$ cat src/design/small_matrix_arithmetic_top_assert.svh
// assertion macros for the small matrix arithmetic block
// included by small_matrix_arithmetic_top.sv; needs no other file
`ifndef SMALL_MATRIX_ARITHMETIC_TOP_ASSERT_SVH
`define SMALL_MATRIX_ARITHMETIC_TOP_ASSERT_SVH
`ifndef ASSERT_OFF
// property must hold at every rising clock edge out of reset
`define SMAT_ASSERT(lbl, clk_s, rst_n_s, prop, msg) \
	lbl: assert property (@(posedge clk_s) disable iff (!rst_n_s) prop) else $error(msg);
// condition must never be seen out of reset
`define SMAT_ASSERT_NEVER(lbl, clk_s, rst_n_s, expr, msg) \
	lbl: assert property (@(posedge clk_s) disable iff (!rst_n_s) !(expr)) else $error(msg);
`else
`define SMAT_ASSERT(lbl, clk_s, rst_n_s, prop, msg)
`define SMAT_ASSERT_NEVER(lbl, clk_s, rst_n_s, expr, msg)
`endif
`endif

$ cat src/design/smat_pkg.sv
// shared constants, codes and types of the small matrix arithmetic block
// no dependencies; imported by smat_alu and small_matrix_arithmetic_top
package smat_pkg;

	// fixed field and register widths
	localparam int CFG_IDX_W  = 3;
	localparam int CFG_DATA_W = 16;
	localparam int RC_W       = 3;
	localparam int OP_W       = 3;
	localparam int DIMREG_W   = 4;
	localparam int SCALE_W    = 16;
	localparam int FRAC       = 8;
	localparam int LOAD_CNT_W = 7;

	// operation codes
	localparam logic [OP_W-1:0] OP_ADD   = 3'd0;
	localparam logic [OP_W-1:0] OP_SUB   = 3'd1;
	localparam logic [OP_W-1:0] OP_SCALE = 3'd2;
	localparam logic [OP_W-1:0] OP_MUL   = 3'd3;
	localparam logic [OP_W-1:0] OP_NEG   = 3'd4;

	// register indexes
	localparam logic [CFG_IDX_W-1:0] REG_OPERATION   = 3'd0;
	localparam logic [CFG_IDX_W-1:0] REG_ROWS_A      = 3'd1;
	localparam logic [CFG_IDX_W-1:0] REG_COLS_A      = 3'd2;
	localparam logic [CFG_IDX_W-1:0] REG_ROWS_B      = 3'd3;
	localparam logic [CFG_IDX_W-1:0] REG_COLS_B      = 3'd4;
	localparam logic [CFG_IDX_W-1:0] REG_SCALE       = 3'd5;
	localparam logic [CFG_IDX_W-1:0] REG_TRANSPOSE_A = 3'd6;
	localparam logic [CFG_IDX_W-1:0] REG_TRANSPOSE_B = 3'd7;

	// accumulator modes of the shared unit
	localparam logic [1:0] ALU_MAC = 2'd0;
	localparam logic [1:0] ALU_ADD = 2'd1;
	localparam logic [1:0] ALU_SUB = 2'd2;
	localparam logic [1:0] ALU_NEG = 2'd3;

	// sequencer to arithmetic unit controls
	typedef struct packed {
		logic [1:0] mode;
		logic       use_scale;
		logic       mul_en;
		logic       acc_en;
		logic       first;
		logic       shift;
	} alu_ctl_t;

endpackage

$ cat src/design/smat_mem.sv
// single-port-write, single-port-read operand store with registered read data
// no package dependencies; instantiated twice by small_matrix_arithmetic_top
module smat_mem #(
	parameter int DEPTH  = 64,
	parameter int WIDTH  = 16,
	parameter int ADDR_W = 6
) (
	input  logic              clk,
	input  logic              we,
	input  logic [ADDR_W-1:0] waddr,
	input  logic [WIDTH-1:0]  wdata,
	input  logic [ADDR_W-1:0] raddr,
	output logic [WIDTH-1:0]  rdata
);

	logic [WIDTH-1:0] mem [DEPTH];
	logic [WIDTH-1:0] rdata_q;

	// write port
	always_ff @(posedge clk) begin
		if (we) begin
			mem[waddr] <= wdata;
		end
	end

	// registered read port
	always_ff @(posedge clk) begin
		rdata_q <= mem[raddr];
	end

	assign rdata = rdata_q;

endmodule

$ cat src/design/smat_alu.sv
// shared multiply-accumulate unit: product register, wide accumulator,
// floor shift and saturation; depends on smat_pkg
module smat_alu #(
	parameter int MAX_DIM    = 8,
	parameter int ENTRY_BITS = 16
) (
	input  logic                                clk,
	input  smat_pkg::alu_ctl_t                  ctl,
	input  logic signed [ENTRY_BITS-1:0]        a_data,
	input  logic signed [ENTRY_BITS-1:0]        b_data,
	input  logic signed [smat_pkg::SCALE_W-1:0] scale,
	output logic signed [ENTRY_BITS-1:0]        res
);
	import smat_pkg::*;

	localparam int MB       = (ENTRY_BITS > SCALE_W) ? ENTRY_BITS : SCALE_W;
	localparam int PW       = ENTRY_BITS + MB;
	localparam int ACC_FULL = PW + $clog2(MAX_DIM) + 1;
	localparam int ACC_W    = (ACC_FULL > 64) ? 64 : ACC_FULL;
	localparam int SW       = ACC_W + 1;
	localparam bit SAT_ACC  = (ACC_W >= 63);
	localparam logic signed [64:0] ACC_LIM = 65'sd1 <<< 62;
	localparam logic signed [ACC_W-1:0] RES_MAX =
		ACC_W'((65'sd1 <<< (ENTRY_BITS - 1)) - 65'sd1);
	localparam logic signed [ACC_W-1:0] RES_MIN =
		ACC_W'(-(65'sd1 <<< (ENTRY_BITS - 1)));

	logic signed [MB-1:0]    b_sel;
	logic signed [PW-1:0]    prod_w;
	logic signed [PW-1:0]    prod_q;
	logic signed [ACC_W-1:0] acc_q;
	logic signed [ACC_W-1:0] acc_d;
	logic signed [ACC_W-1:0] acc_base;
	logic signed [SW-1:0]    sum_w;
	logic signed [ACC_W-1:0] shifted;

	// multiplier: second operand is a B entry or the scale factor
	assign b_sel  = ctl.use_scale ? MB'(scale) : MB'(b_data);
	assign prod_w = a_data * b_sel;

	always_ff @(posedge clk) begin
		if (ctl.mul_en) begin
			prod_q <= prod_w;
		end
	end

	// accumulator update; MAC sums are clamped to the accumulator limit on wide entries
	assign acc_base = ctl.first ? '0 : acc_q;
	assign sum_w    = SW'(acc_base) + SW'(prod_q);

	always_comb begin
		acc_d = acc_q;
		unique case (ctl.mode)
			ALU_MAC: begin
				if (SAT_ACC && (sum_w > ACC_LIM)) begin
					acc_d = ACC_W'(ACC_LIM);
				end else if (SAT_ACC && (sum_w < -ACC_LIM)) begin
					acc_d = ACC_W'(-ACC_LIM);
				end else begin
					acc_d = ACC_W'(sum_w);
				end
			end
			ALU_ADD: acc_d = ACC_W'(a_data) + ACC_W'(b_data);
			ALU_SUB: acc_d = ACC_W'(a_data) - ACC_W'(b_data);
			ALU_NEG: acc_d = -ACC_W'(a_data);
			default: acc_d = acc_q;
		endcase
	end

	always_ff @(posedge clk) begin
		if (ctl.acc_en) begin
			acc_q <= acc_d;
		end
	end

	// floor back to the entry format when shifting, and saturate
	assign shifted = ctl.shift ? (acc_q >>> FRAC) : acc_q;

	always_comb begin
		if (shifted > RES_MAX) begin
			res = ENTRY_BITS'(RES_MAX);
		end else if (shifted < RES_MIN) begin
			res = ENTRY_BITS'(RES_MIN);
		end else begin
			res = ENTRY_BITS'(shifted);
		end
	end

endmodule

$ cat src/design/small_matrix_arithmetic_top.sv
// top level of the small matrix arithmetic block: registers, loader, sequencer
// depends on smat_pkg, smat_mem, smat_alu and small_matrix_arithmetic_top_assert.svh
`include "small_matrix_arithmetic_top_assert.svh"

// Entries of A (then of B for add, subtract and multiply) are taken one beat
// per cycle in stored row-major order; in_ready is high only while loading.
// After the last entry the block walks the result with one shared
// multiply-accumulate unit fed by two stores that each give one read a
// cycle. Each result beat passes read, execute and put; scalar multiply
// adds accumulate, and matrix multiply repeats read, execute and accumulate
// per inner-dimension step; put waits while the output stalls. A dimension
// mismatch gives one error beat instead. The output register lets the next
// result, or the first entry of the next run, be taken while a result still
// waits. Registers may be written only while the block is idle.
module small_matrix_arithmetic_top #(
	parameter int MAX_DIM    = 8,
	parameter int ENTRY_BITS = 16
) (
	input  logic                                  clk,
	input  logic                                  arst_n,
	input  logic                                  cfg_we,
	input  logic [smat_pkg::CFG_IDX_W-1:0]        cfg_index,
	input  logic [smat_pkg::CFG_DATA_W-1:0]       cfg_data,
	input  logic                                  in_valid,
	output logic                                  in_ready,
	input  logic signed [ENTRY_BITS-1:0]          entry,
	output logic                                  out_valid,
	input  logic                                  out_ready,
	output logic signed [ENTRY_BITS-1:0]          result,
	output logic [smat_pkg::RC_W-1:0]             row,
	output logic [smat_pkg::RC_W-1:0]             col,
	output logic                                  dim_error,
	output logic                                  last
);
	import smat_pkg::*;

	localparam int DEPTH  = MAX_DIM * MAX_DIM;
	localparam int ADDR_W = (DEPTH > 1) ? $clog2(DEPTH) : 1;
	localparam int IDX_W  = (MAX_DIM > 1) ? $clog2(MAX_DIM) : 1;
	localparam int DIM_W  = $clog2(MAX_DIM + 1);
	localparam int NEED_W = 2 * DIM_W;
	localparam int CMP_W  = (LOAD_CNT_W > NEED_W) ? LOAD_CNT_W : NEED_W;
	localparam int LIN_W  = IDX_W + DIM_W + 1;

	// sequencer states
	localparam logic [2:0] S_LOAD = 3'd0;
	localparam logic [2:0] S_RD   = 3'd1;
	localparam logic [2:0] S_EX   = 3'd2;
	localparam logic [2:0] S_AC   = 3'd3;
	localparam logic [2:0] S_PUT  = 3'd4;
	localparam logic [2:0] S_ERR  = 3'd5;

	// configuration registers
	logic [OP_W-1:0]           operation_q;
	logic [DIMREG_W-1:0]       rows_a_q;
	logic [DIMREG_W-1:0]       cols_a_q;
	logic [DIMREG_W-1:0]       rows_b_q;
	logic [DIMREG_W-1:0]       cols_b_q;
	logic signed [SCALE_W-1:0] scale_q;
	logic                      transpose_a_q;
	logic                      transpose_b_q;

	logic [2:0]            state_q;
	logic [LOAD_CNT_W-1:0] load_cnt_q;
	logic                  loading_b_q;
	logic [IDX_W-1:0]      i_q;
	logic [IDX_W-1:0]      j_q;
	logic [IDX_W-1:0]      k_q;

	logic [DIM_W-1:0] sra, sca, srb, scb;
	logic [DIM_W-1:0] ra, ca, rb, cb, rc;
	logic [OP_W-1:0]  op_eff;
	logic             is_binary, is_mac, is_mul, mismatch;

	logic [LOAD_CNT_W-1:0] cnt_inc;
	logic [NEED_W-1:0]     need;
	logic                  phase_done, wr_ok;
	logic                  in_beat, out_free;
	logic                  k_last, j_last, elem_last;

	logic [IDX_W-1:0]  a_col, b_row;
	logic [LIN_W-1:0]  a_lin, b_lin;
	logic              a_we, b_we;
	logic [ENTRY_BITS-1:0] a_rd, b_rd;
	logic signed [ENTRY_BITS-1:0] alu_res;
	alu_ctl_t          ctl;

	logic                  out_valid_q;
	logic [ENTRY_BITS-1:0] result_q;
	logic [RC_W-1:0]       row_q;
	logic [RC_W-1:0]       col_q;
	logic                  err_q;
	logic                  last_q;

	// dimension out of range: zero counts as one, large counts as the maximum
	function automatic logic [DIM_W-1:0] clamp_dim(input logic [DIMREG_W-1:0] d);
		logic [DIM_W-1:0] r;
		if (d == '0) begin
			r = DIM_W'(1);
		end else if (int'(d) > MAX_DIM) begin
			r = DIM_W'(MAX_DIM);
		end else begin
			r = DIM_W'(d);
		end
		return r;
	endfunction

	// register writes
	always_ff @(posedge clk or negedge arst_n) begin
		if (!arst_n) begin
			operation_q   <= OP_ADD;
			rows_a_q      <= DIMREG_W'(1);
			cols_a_q      <= DIMREG_W'(1);
			rows_b_q      <= DIMREG_W'(1);
			cols_b_q      <= DIMREG_W'(1);
			scale_q       <= SCALE_W'(256);
			transpose_a_q <= 1'b0;
			transpose_b_q <= 1'b0;
		end else if (cfg_we) begin
			unique case (cfg_index)
				REG_OPERATION:   operation_q   <= cfg_data[OP_W-1:0];
				REG_ROWS_A:      rows_a_q      <= cfg_data[DIMREG_W-1:0];
				REG_COLS_A:      cols_a_q      <= cfg_data[DIMREG_W-1:0];
				REG_ROWS_B:      rows_b_q      <= cfg_data[DIMREG_W-1:0];
				REG_COLS_B:      cols_b_q      <= cfg_data[DIMREG_W-1:0];
				REG_SCALE:       scale_q       <= cfg_data[SCALE_W-1:0];
				REG_TRANSPOSE_A: transpose_a_q <= cfg_data[0];
				REG_TRANSPOSE_B: transpose_b_q <= cfg_data[0];
				default: ;
			endcase
		end
	end

	// effective dimensions and operation
	assign sra = clamp_dim(rows_a_q);
	assign sca = clamp_dim(cols_a_q);
	assign srb = clamp_dim(rows_b_q);
	assign scb = clamp_dim(cols_b_q);
	assign ra  = transpose_a_q ? sca : sra;
	assign ca  = transpose_a_q ? sra : sca;
	assign rb  = transpose_b_q ? scb : srb;
	assign cb  = transpose_b_q ? srb : scb;

	assign op_eff    = (operation_q >= OP_NEG) ? OP_NEG : operation_q;
	assign is_mul    = (op_eff == OP_MUL);
	assign is_binary = (op_eff == OP_ADD) || (op_eff == OP_SUB) || is_mul;
	assign is_mac    = (op_eff == OP_SCALE) || is_mul;
	assign mismatch  = (((op_eff == OP_ADD) || (op_eff == OP_SUB)) &&
		((ra != rb) || (ca != cb))) || (is_mul && (ca != rb));
	assign rc        = is_mul ? cb : ca;

	// loader: entry count of the phase in progress
	assign in_ready   = (state_q == S_LOAD);
	assign in_beat    = in_valid && in_ready;
	assign cnt_inc    = load_cnt_q + 1'b1;
	assign need       = loading_b_q ? (NEED_W'(srb) * NEED_W'(scb)) :
		(NEED_W'(sra) * NEED_W'(sca));
	assign phase_done = !(CMP_W'(cnt_inc) < CMP_W'(need));
	assign wr_ok      = (int'(load_cnt_q) < DEPTH);
	assign a_we       = in_beat && !loading_b_q && wr_ok;
	assign b_we       = in_beat && loading_b_q && wr_ok;

	// walk position
	assign k_last    = !is_mul || ((DIM_W'(k_q) + 1'b1) == ca);
	assign j_last    = ((DIM_W'(j_q) + 1'b1) == rc);
	assign elem_last = j_last && ((DIM_W'(i_q) + 1'b1) == ra);
	assign out_free  = !out_valid_q || out_ready;

	// store addresses, transposed operands read stored [col][row]
	assign a_col = is_mul ? k_q : j_q;
	assign b_row = is_mul ? k_q : i_q;
	assign a_lin = transpose_a_q ?
		(LIN_W'(a_col) * LIN_W'(sca) + LIN_W'(i_q)) :
		(LIN_W'(i_q) * LIN_W'(sca) + LIN_W'(a_col));
	assign b_lin = transpose_b_q ?
		(LIN_W'(j_q) * LIN_W'(scb) + LIN_W'(b_row)) :
		(LIN_W'(b_row) * LIN_W'(scb) + LIN_W'(j_q));

	smat_mem #(
		.DEPTH (DEPTH),
		.WIDTH (ENTRY_BITS),
		.ADDR_W(ADDR_W)
	) u_store_a (
		.clk  (clk),
		.we   (a_we),
		.waddr(ADDR_W'(load_cnt_q)),
		.wdata(entry),
		.raddr(a_lin[ADDR_W-1:0]),
		.rdata(a_rd)
	);

	smat_mem #(
		.DEPTH (DEPTH),
		.WIDTH (ENTRY_BITS),
		.ADDR_W(ADDR_W)
	) u_store_b (
		.clk  (clk),
		.we   (b_we),
		.waddr(ADDR_W'(load_cnt_q)),
		.wdata(entry),
		.raddr(b_lin[ADDR_W-1:0]),
		.rdata(b_rd)
	);

	// controls of the shared unit
	always_comb begin
		unique case (op_eff)
			OP_ADD:  ctl.mode = ALU_ADD;
			OP_SUB:  ctl.mode = ALU_SUB;
			OP_NEG:  ctl.mode = ALU_NEG;
			default: ctl.mode = ALU_MAC;
		endcase
		ctl.use_scale = (op_eff == OP_SCALE);
		ctl.mul_en    = (state_q == S_EX) && is_mac;
		ctl.acc_en    = ((state_q == S_EX) && !is_mac) || (state_q == S_AC);
		ctl.first     = (k_q == '0);
		ctl.shift     = is_mac;
	end

	smat_alu #(
		.MAX_DIM   (MAX_DIM),
		.ENTRY_BITS(ENTRY_BITS)
	) u_alu (
		.clk   (clk),
		.ctl   (ctl),
		.a_data(a_rd),
		.b_data(b_rd),
		.scale (scale_q),
		.res   (alu_res)
	);

	// sequencer
	always_ff @(posedge clk or negedge arst_n) begin
		if (!arst_n) begin
			state_q     <= S_LOAD;
			load_cnt_q  <= '0;
			loading_b_q <= 1'b0;
			i_q         <= '0;
			j_q         <= '0;
			k_q         <= '0;
		end else begin
			unique case (state_q)
				S_LOAD: begin
					if (in_beat) begin
						if (!phase_done) begin
							load_cnt_q <= cnt_inc;
						end else begin
							load_cnt_q <= '0;
							if (!loading_b_q && is_binary) begin
								loading_b_q <= 1'b1;
							end else begin
								loading_b_q <= 1'b0;
								i_q         <= '0;
								j_q         <= '0;
								k_q         <= '0;
								state_q     <= mismatch ? S_ERR : S_RD;
							end
						end
					end
				end
				S_RD: begin
					state_q <= S_EX;
				end
				S_EX: begin
					state_q <= is_mac ? S_AC : S_PUT;
				end
				S_AC: begin
					if (k_last) begin
						state_q <= S_PUT;
					end else begin
						k_q     <= k_q + 1'b1;
						state_q <= S_RD;
					end
				end
				S_PUT: begin
					if (out_free) begin
						k_q <= '0;
						if (elem_last) begin
							state_q <= S_LOAD;
						end else if (j_last) begin
							j_q     <= '0;
							i_q     <= i_q + 1'b1;
							state_q <= S_RD;
						end else begin
							j_q     <= j_q + 1'b1;
							state_q <= S_RD;
						end
					end
				end
				S_ERR: begin
					if (out_free) begin
						state_q <= S_LOAD;
					end
				end
				default: begin
					state_q <= S_LOAD;
				end
			endcase
		end
	end

	// output register valid
	always_ff @(posedge clk or negedge arst_n) begin
		if (!arst_n) begin
			out_valid_q <= 1'b0;
		end else if (((state_q == S_PUT) || (state_q == S_ERR)) && out_free) begin
			out_valid_q <= 1'b1;
		end else if (out_ready) begin
			out_valid_q <= 1'b0;
		end
	end

	// output register payload
	always_ff @(posedge clk) begin
		if ((state_q == S_PUT) && out_free) begin
			result_q <= alu_res;
			row_q    <= RC_W'(i_q);
			col_q    <= RC_W'(j_q);
			err_q    <= 1'b0;
			last_q   <= elem_last;
		end else if ((state_q == S_ERR) && out_free) begin
			result_q <= '0;
			row_q    <= '0;
			col_q    <= '0;
			err_q    <= 1'b1;
			last_q   <= 1'b1;
		end
	end

	assign out_valid = out_valid_q;
	assign result    = result_q;
	assign row       = row_q;
	assign col       = col_q;
	assign dim_error = err_q;
	assign last      = last_q;

	// checks
	`SMAT_ASSERT(a_err_is_last, clk, arst_n, (out_valid && dim_error) |-> last, "error beat without last")
	`SMAT_ASSERT(a_cnt_idle, clk, arst_n, (state_q != S_LOAD) |-> (load_cnt_q == '0), "load count live during compute")
	`SMAT_ASSERT_NEVER(a_b_phase_busy, clk, arst_n, loading_b_q && (state_q != S_LOAD), "B phase flag during compute")
	`SMAT_ASSERT(a_run_starts, clk, arst_n, (in_beat && phase_done && (loading_b_q || !is_binary)) |=> (state_q != S_LOAD), "final entry did not start the walk")

endmodule
$ cat config.mk
export PLATFORM = sky130hd
export DESIGN_NAME = small_matrix_arithmetic_top
export DESIGN_NICKNAME = d
export VERILOG_FILES = /design/src/design/smat_pkg.sv /design/src/design/smat_mem.sv /design/src/design/smat_alu.sv /design/src/design/small_matrix_arithmetic_top.sv
export VERILOG_INCLUDE_DIRS = /design/src /design/src/design
export SDC_FILE = /design/constraint.sdc
export NUM_CORES = 2
export LEC_CHECK = 0
export BUFFER_PORTS_ARGS = -buffer_cell sky130_fd_sc_hd__buf_2
export CAP_MARGIN = 0
export CELL_PAD_IN_SITES_DETAIL_PLACEMENT = 1
export CELL_PAD_IN_SITES_GLOBAL_PLACEMENT = 2
export CORE_UTILIZATION = 45
export DETAILED_ROUTE_END_ITERATION = 6
export GPL_ROUTABILITY_DRIVEN = 1
export PLACE_DENSITY = 0.79
export RECOVER_POWER = 25
export SLEW_MARGIN = 10
export SYNTH_ARGS = -nofsm -noshare
export SYNTH_HDL_FRONTEND = slang
export SYNTH_SLANG_ARGS = --single-unit
$ cat constraint.sdc
create_clock -name clk -period 16.65 [get_ports clk]
set_input_delay 0.8325 -clock clk [delete_from_list [all_inputs] [get_ports clk]]
set_output_delay 0.8325 -clock clk [all_outputs]
set_load 0.005 [all_outputs]
# Yosys cells after proc, flatten, opt, wreduce, memory -nomap -nowiden

Memories as Yosys holds them, arrays and structs flattened. A register that Yosys moved wholly into a read port is not among the register bits.
Cells that the tools add are included.

Flip-flop bits (word level): 150
Bits in writable memories: 2048
Bits of input ports: 40
Output and inout port bits: 26
Memories kept: 2

Memories:

| memory        | words | bits a word | read ports | clocked after memory_dff | write ports | RTL line       | RTL |
|---|---|---|---|---|---|---|---|
| u_store_a.mem | 64    | 16          | 1          | 1                        | 1           | smat_mem.sv:16 | `logic [WIDTH-1:0] mem [DEPTH];` |
| u_store_b.mem | 64    | 16          | 1          | 1                        | 1           | smat_mem.sv:16 |  |

Add/sub/neg operators: 15
Multiply operators: 7
Magnitude comparators: 9
Eq/ne operators: 33
Mux-type cells: 64
Bitwise operators: 1
Reduce and logical (&&, ||, !) cells: 54

Operators with widths:

| kind                                                             | number |
|---|---|
| one-hot mux 36 bit (4 select lines)                              | 1 |
| 2-to-1 mux 16 bit                                                | 5 |
| 2-to-1 mux 3 bit                                                 | 24 |
| 2-to-1 mux 4 bit                                                 | 13 |
| adder 36 x 32 -> 36 bit                                          | 1 |
| greater-than comparator 36 x 16 -> 1 bit (second input constant) | 1 |
| less-than comparator 36 x 16 -> 1 bit (second input constant)    | 1 |
| 2-to-1 mux 36 bit                                                | 1 |
| negator 16 -> 36 bit                                             | 1 |
| 2-to-1 mux 35 bit                                                | 1 |
| multiplier 16 x 16 -> 32 bit                                     | 1 |
| adder 6 x 3 -> 6 bit                                             | 4 |
| multiplier 3 x 4 -> 6 bit                                        | 4 |
| equality test 3 bit (second input constant)                      | 7 |
| equality test 3 x 2 -> 1 bit (second input constant)             | 6 |
| one-hot mux 3 bit (6 select lines)                               | 1 |
| AND reduction 2 bit                                              | 9 |
| adder 16 x 16 -> 17 bit                                          | 1 |
| subtractor 16 x 16 -> 17 bit                                     | 1 |
| greater-than comparator 4 bit (second input constant)            | 4 |
| zero test 4 bit                                                  | 4 |
| multiplier 4 x 4 -> 8 bit                                        | 2 |
| logical AND 1 bit                                                | 14 |
| inequality test 2 bit (second input constant)                    | 7 |
| 30 further kinds                                                 | 69 |

# Depth between registers and ports, before layout

Depth after elaboration: 13
Gate-level depth with buffers: 31
Gate-level depth less buffers: 28

# Modules after synthesis

Synthesis repeated with hierarchy kept, for this count alone.

Cells, all modules: 6335
Area total of the unflattened synthesis: 104191.2 um^2

By module, submodules not included:

| module                      | times used | cells an instance | area an instance (um^2) |
|---|---|---|---|
| smat_mem                    | 2          | 1829              | 40042.2 |
| smat_alu                    | 1          | 1886              | 16753.6 |
| small_matrix_arithmetic_top | 1          | 791               | 7353.3 |

# Worst setup path after synthesis

No wires, ideal clock.

Kind: reg-to-reg
Start point: register operation_q[2]
End point: register u_alu.prod_q[31] (data pin)
Arrival: 7.158 ns
Required time: 16.390 ns
Setup slack: 9.232 ns
Cell stages (with the launch flop): 32
Path buffers: 4
Period minus slack after synthesis: 7.418 ns
Cell sequence: dfrtp_1 inv_2 nand2_1 nor2_1 clkbuf_1 clkbuf_1 nand2_1 o21ai_1 clkbuf_1 nand2_1 fa_1 inv_1 fa_1 inv_1 fa_1 inv_1 fa_1 fa_1 inv_1 fa_1 inv_1 ha_1 clkbuf_1 a21oi_1 o21ai_0 a221oi_1 o21ai_1 o311a_1 nor3_1 o21bai_1 a21oi_1 xnor2_1

Longest elaborated chain between the ends: 5

RTL lines:

| what                              | RTL line                           | RTL |
|---|---|---|
| start: declaration                | small_matrix_arithmetic_top.sv:54  | `logic [OP_W-1:0] operation_q;` |
| start signal: assignment          | small_matrix_arithmetic_top.sv:121 | `REG_OPERATION: operation_q <= cfg_data[OP_W-1:0];` |
| greater-or-equal comparator 3 bit | small_matrix_arithmetic_top.sv:144 | `assign op_eff = (operation_q >= OP_NEG) ? OP_NEG : operation_q;` |
| 2-to-1 mux 3 bit (*)              | small_matrix_arithmetic_top.sv:144 |  |
| equality test 3 x 2 -> 1 bit (*)  | small_matrix_arithmetic_top.sv:213 | `ctl.use_scale = (op_eff == OP_SCALE);` |
| 2-to-1 mux 16 bit (*)             | smat_alu.sv:38                     | `assign b_sel = ctl.use_scale ? MB'(scale) : MB'(b_data);` |
| multiplier 16 x 16 -> 32 bit (*)  | smat_alu.sv:39                     | `assign prod_w = a_data * b_sel;` |
| named net u_alu.prod_w[31]        | smat_alu.sv:29                     | `logic signed [PW-1:0] prod_w;` |
| end signal: assignment            | smat_alu.sv:43                     | `prod_q <= prod_w;` |
| end: declaration                  | smat_alu.sv:30                     | `logic signed [PW-1:0] prod_q;` |

The timed path passes the listed nets; every way through them passes the cells marked *.
A chain may end at the register's enable or synchronous reset.

# Worst setup path in the final report

Start point: register operation_q[1]
End point: register u_alu.prod_q[31] (data pin)

Same word-level chain as after synthesis.

==> load_flow_metrics.sql <==
INSERT INTO impl_metrics (metric_group, metric, value, unit) VALUES
('sta', 'report.final.slew_viol_count', '1625', ''),
('sta', 'timing.final.setup_violations', '0', ''),
('final_layout', 'nFillCells', '21398', ''),
('logic_synthesis', 'synth_edf_count', '2139', ''),
('logic_synthesis', 'share_of_synthesized_flip_flops_with_an_asynchronous_set_or_reset', '2.60', '%'),
('die', 'die_h', '481', 'µm'),
('sta', 'rsz0062_at_grt', 'false', ''),
('logic_synthesis', 'synth.net_count', '7004', ''),
('sta', 'final_min_period_over_clock_period', '47.2', '%'),
('clock_network', 'worst_setup_hold_path_clk_slew', '0.08', 'ns'),
('sta', 'period_minus_slack', '7.85', 'ns'),
('clock_network', 'cts_root_buffer', 'clkbuf_16', ''),
('critical_path', 'worst_endpoint_data_arrival_time', '8.43', 'ns'),
('clock_network', 'cts_tree', 'done', ''),
('logic_synthesis', 'yosysWarnings', '0', ''),
('detailed_routing', 'avgViaCountPerCell', '5.94', ''),
('die', 'die_area', '0.232', 'mm²'),
('placed_design', 'routabilityCongestion', '0.829', ''),
('die', 'num_io_pins', '66', ''),
('detailed_routing', 'detail_route.wl_per_cell', '28.7', 'µm'),
('clock_network', 'post_cts.repair.setup_buffers', '0', ''),
('detailed_routing', 'routed-via-count', '58115', ''),
('final_layout', 'layout.cells.most_common', 'edfxtp_1', ''),
('placed_design', 'placement.io_buffers', '65', ''),
('placed_design', 'hpwlAfterDp', '175000', 'µm'),
('critical_path', 'timing.critical_path.required', '17.22', 'ns'),
('logic_synthesis', 'yosysSeqAreaShare', '64.1', '%'),
('detailed_routing', 'met1_wire_length', '117000', 'µm'),
('final_layout', 'layout_common_cells', 'edfxtp_1, nand2_1, mux4_2', ''),
('detailed_routing', 'drt.antenna.violating_nets', '0', ''),
('clock_network', 'clock_tree.buffer_depth', '3', ''),
('final_layout', 'syn2layout_area_growth', '11.5', '%'),
('detailed_routing', 'initialDrtViolationCount', '5244', ''),
('detailed_routing', 'met3RoutedLength', '17100', 'µm'),
('sta', 'worst_pin_slew', '4.30', 'ns'),
('critical_path', 'worst_setup_path_startpoint', 'operation_q[1]', ''),
('die', 'core_area', '0.228', 'mm²'),
('logic_synthesis', 'post_synth_instance_area', '0.103', 'mm²'),
('sta', 'achievable-frequency', '0.127', 'GHz'),
('final_layout', 'seq_cell_area', '0.0663', 'mm²'),
('global_routing', 'wire_length_of_the_first_global_routing_pass', '416000', 'µm'),
('sta', 'slew_headroom', '-186', '%'),
('clock_network', 'clock_tree.htree_level_count', '4', ''),
('logic_synthesis', 'synth_seq_cells', '2230', ''),
('detailed_routing', 'finalWirelength', '281000', 'µm'),
('critical_path', 'worstPathMaxFanout', '33', ''),
('final_layout', 'drive_above_1_share', '17.9', '%'),
('detailed_routing', 'drc', '0', ''),
('run_status', 'outcome', 'finished, violations left', ''),
('logic_synthesis', 'netlist-cell-type-count', '86', ''),
('clock_network', 'numCtsBuffers', '220', ''),
('die', 'initial_core_util', '45.4', '%'),
('global_routing', 'first_global_vias', '62309', ''),
('critical_path', 'r2r-start', 'operation_q[1]', ''),
('detailed_routing', 'met2_wirelength', '139000', 'µm'),
('global_routing', 'globalRoute.totalOverflow', '0', ''),
('die', 'placement_rows', '175', ''),
('critical_path', 'critPathLaunchType', 'register', ''),
('clock_network', 'cts-hold-fix-buffers', '0', ''),
('global_routing', 'grt_antenna_before_repair', '14', ''),
('critical_path', 'worst_setup_path_end_kind', 'register', ''),
('final_layout', 'multiInputGateArea', '0.0342', 'mm²'),
('min_path', 'worstHoldPathType', 'in2reg', ''),
('job', 'cap_viol_max_count', '27', ''),
('critical_path', 'worstSetupPathType', 'reg2reg', ''),
('clock_network', 'insertion_delay', '0.90', 'ns'),
('clock_network', 'post_cts_resized', '0', ''),
('clock_network', 'cts_sinks', '2230', ''),
('detailed_routing', 'top_layer_reached_by_signal_wires', 'met5', ''),
('final_layout', 'finish.net_count', '7146', ''),
('logic_synthesis', 'synthCells', '6449', ''),
('logic_synthesis', 'syn_avg_cell_area', '16.0', 'µm²'),
('global_routing', 'track_usage', '24.4', '%'),
('sta', 'totalNegativeSetupSlack', '0', 'ns'),
('detailed_routing', 'dr.pass1.iters', '5', ''),
('min_path', 'worst_hold_startpoint', 'cfg_data[4]', ''),
('run_status', 'failed_checks', 'max-capacitance violations, max-slew violations', ''),
('global_routing', 'maximum_number_of_pins_on_one_net_before_global_route_repair', '129', ''),
('sta', 'timing.final.hold_violations', '0', ''),
('logic_synthesis', 'primary_flip_flop_cell_chosen_by_synthesis_mapping', 'edfxtp_1', ''),
('die', 'dieWidth', '481', 'µm'),
('sta', 'clock-skew-final', '0.0913', 'ns');
cell usage after synthesis (90+ instances only):
| cell | instances | area share, % |
|---|---|---|
| edfxtp_1 | 2139 | 62 |
| ha_1 | 226 | 2.7 |
| and2_1 | 216 | 1.3 |
| a211oi_1 | 146 | 1.1 |
| a21oi_1 | 144 | 0.70 |
| mux4_2 | 512 | 11 |
| inv_1 | 402 | 1.5 |
| clkbuf_1 | 244 | 0.89 |
| nor2_1 | 297 | 1.1 |
| o21ai_0 | 119 | 0.58 |
| fa_1 | 289 | 5.6 |
| nand2_1 | 607 | 2.2 |
| xnor2_1 | 90 | 0.76 |
worst max-delay path, cell delays in order, from the launching register on:
cell	delay, ns
dfrtp_1	0.79
nand2_1	0.17
nor2_2	0.12
buf_4	0.33
nand2_1	0.10
o21ai_1	0.63
nand2_1	0.17
fa_1	0.53
inv_1	0.06
fa_1	0.56
fa_1	0.43
fa_1	0.41
fa_1	0.56
inv_1	0.06
fa_1	0.48
inv_1	0.04
ha_1	0.34
and3_1	0.25
a221oi_1	0.28
o21ai_1	0.19
o311a_1	0.39
nor3_1	0.22
o21bai_1	0.13
a21oi_1	0.19
xnor2_1	0.09
cells by family (layout without fill, tap and decap cells):
kind of cell	Yosys count	count (layout)	share of synthesized area (%)
flops	2230	2230	64.1
fa+ha+maj	515	515	8.33
other cells	0	3	0
simple gates	1452	1452	6.53
compound gates	773	773	5.06
buf+inv	767	1096	2.97
mux	576	576	11.8
xor+xnor	136	136	1.15
routing by layer:
layer,vias up,GRT usage (%)
met4,4,7.34
met1,30964,33.0
met3,399,3.59
met5,-,0
met2,2052,41.1
li1,24696,-
sequential cells by signal, indices dropped and copies added, names as in the netlist, 16 cells and up:
register	cells
u_alu.acc_q	36
result	16
u_store_b.mem	1024
u_store_a.mem	1024
u_alu.prod_q	32
u_store_b.rdata	16
u_store_a.rdata	16
scale_q	16
path summary, 6_finish.rpt:
kind / to / slack [ns] / cells after the start
worst min-delay path: scale_q[4] / 0.22 / 2
worst min register to register: dim_error / 0.51 / 1
min in group asynchronous: cols_a_q[3] / 1.31 / 2
worst max register to register: u_alu.prod_q[31] / 8.80 / 24
max in group asynchronous: scale_q[15] / 13.26 / 2
worst max-delay path: u_alu.prod_q[31] / 8.80 / 24
area by class of cell:
type,instances,share of cell area (%)
inverters,406,1.32
clock buffers,267,5.01
clock inverters,142,1.49
repair buffers,281,1.74
multi-input cells,3452,29.7
flip-flops and latches,2230,57.5
well taps,3009,3.26
diodes,3,0.00651
stage by stage:
stage               instances  hold WS [ns]  cell area, µm²  worst slack [ns]  util, %
floorplan                6449         0.479          103000              9.23        -
global placement         9378         0.465          108000              8.64     47.4
detailed placement       9378         0.500          108000              8.55     47.4
CTS                      9787         0.136          115000              8.54     50.7
global route             9788         0.190          115000              8.36     50.6
finish                   9790         0.221          115000              8.80     50.6
Power is left out: the tool's default activity adds up to more than one toggle a clock period on the data nets, which glitch-free logic cannot reach.
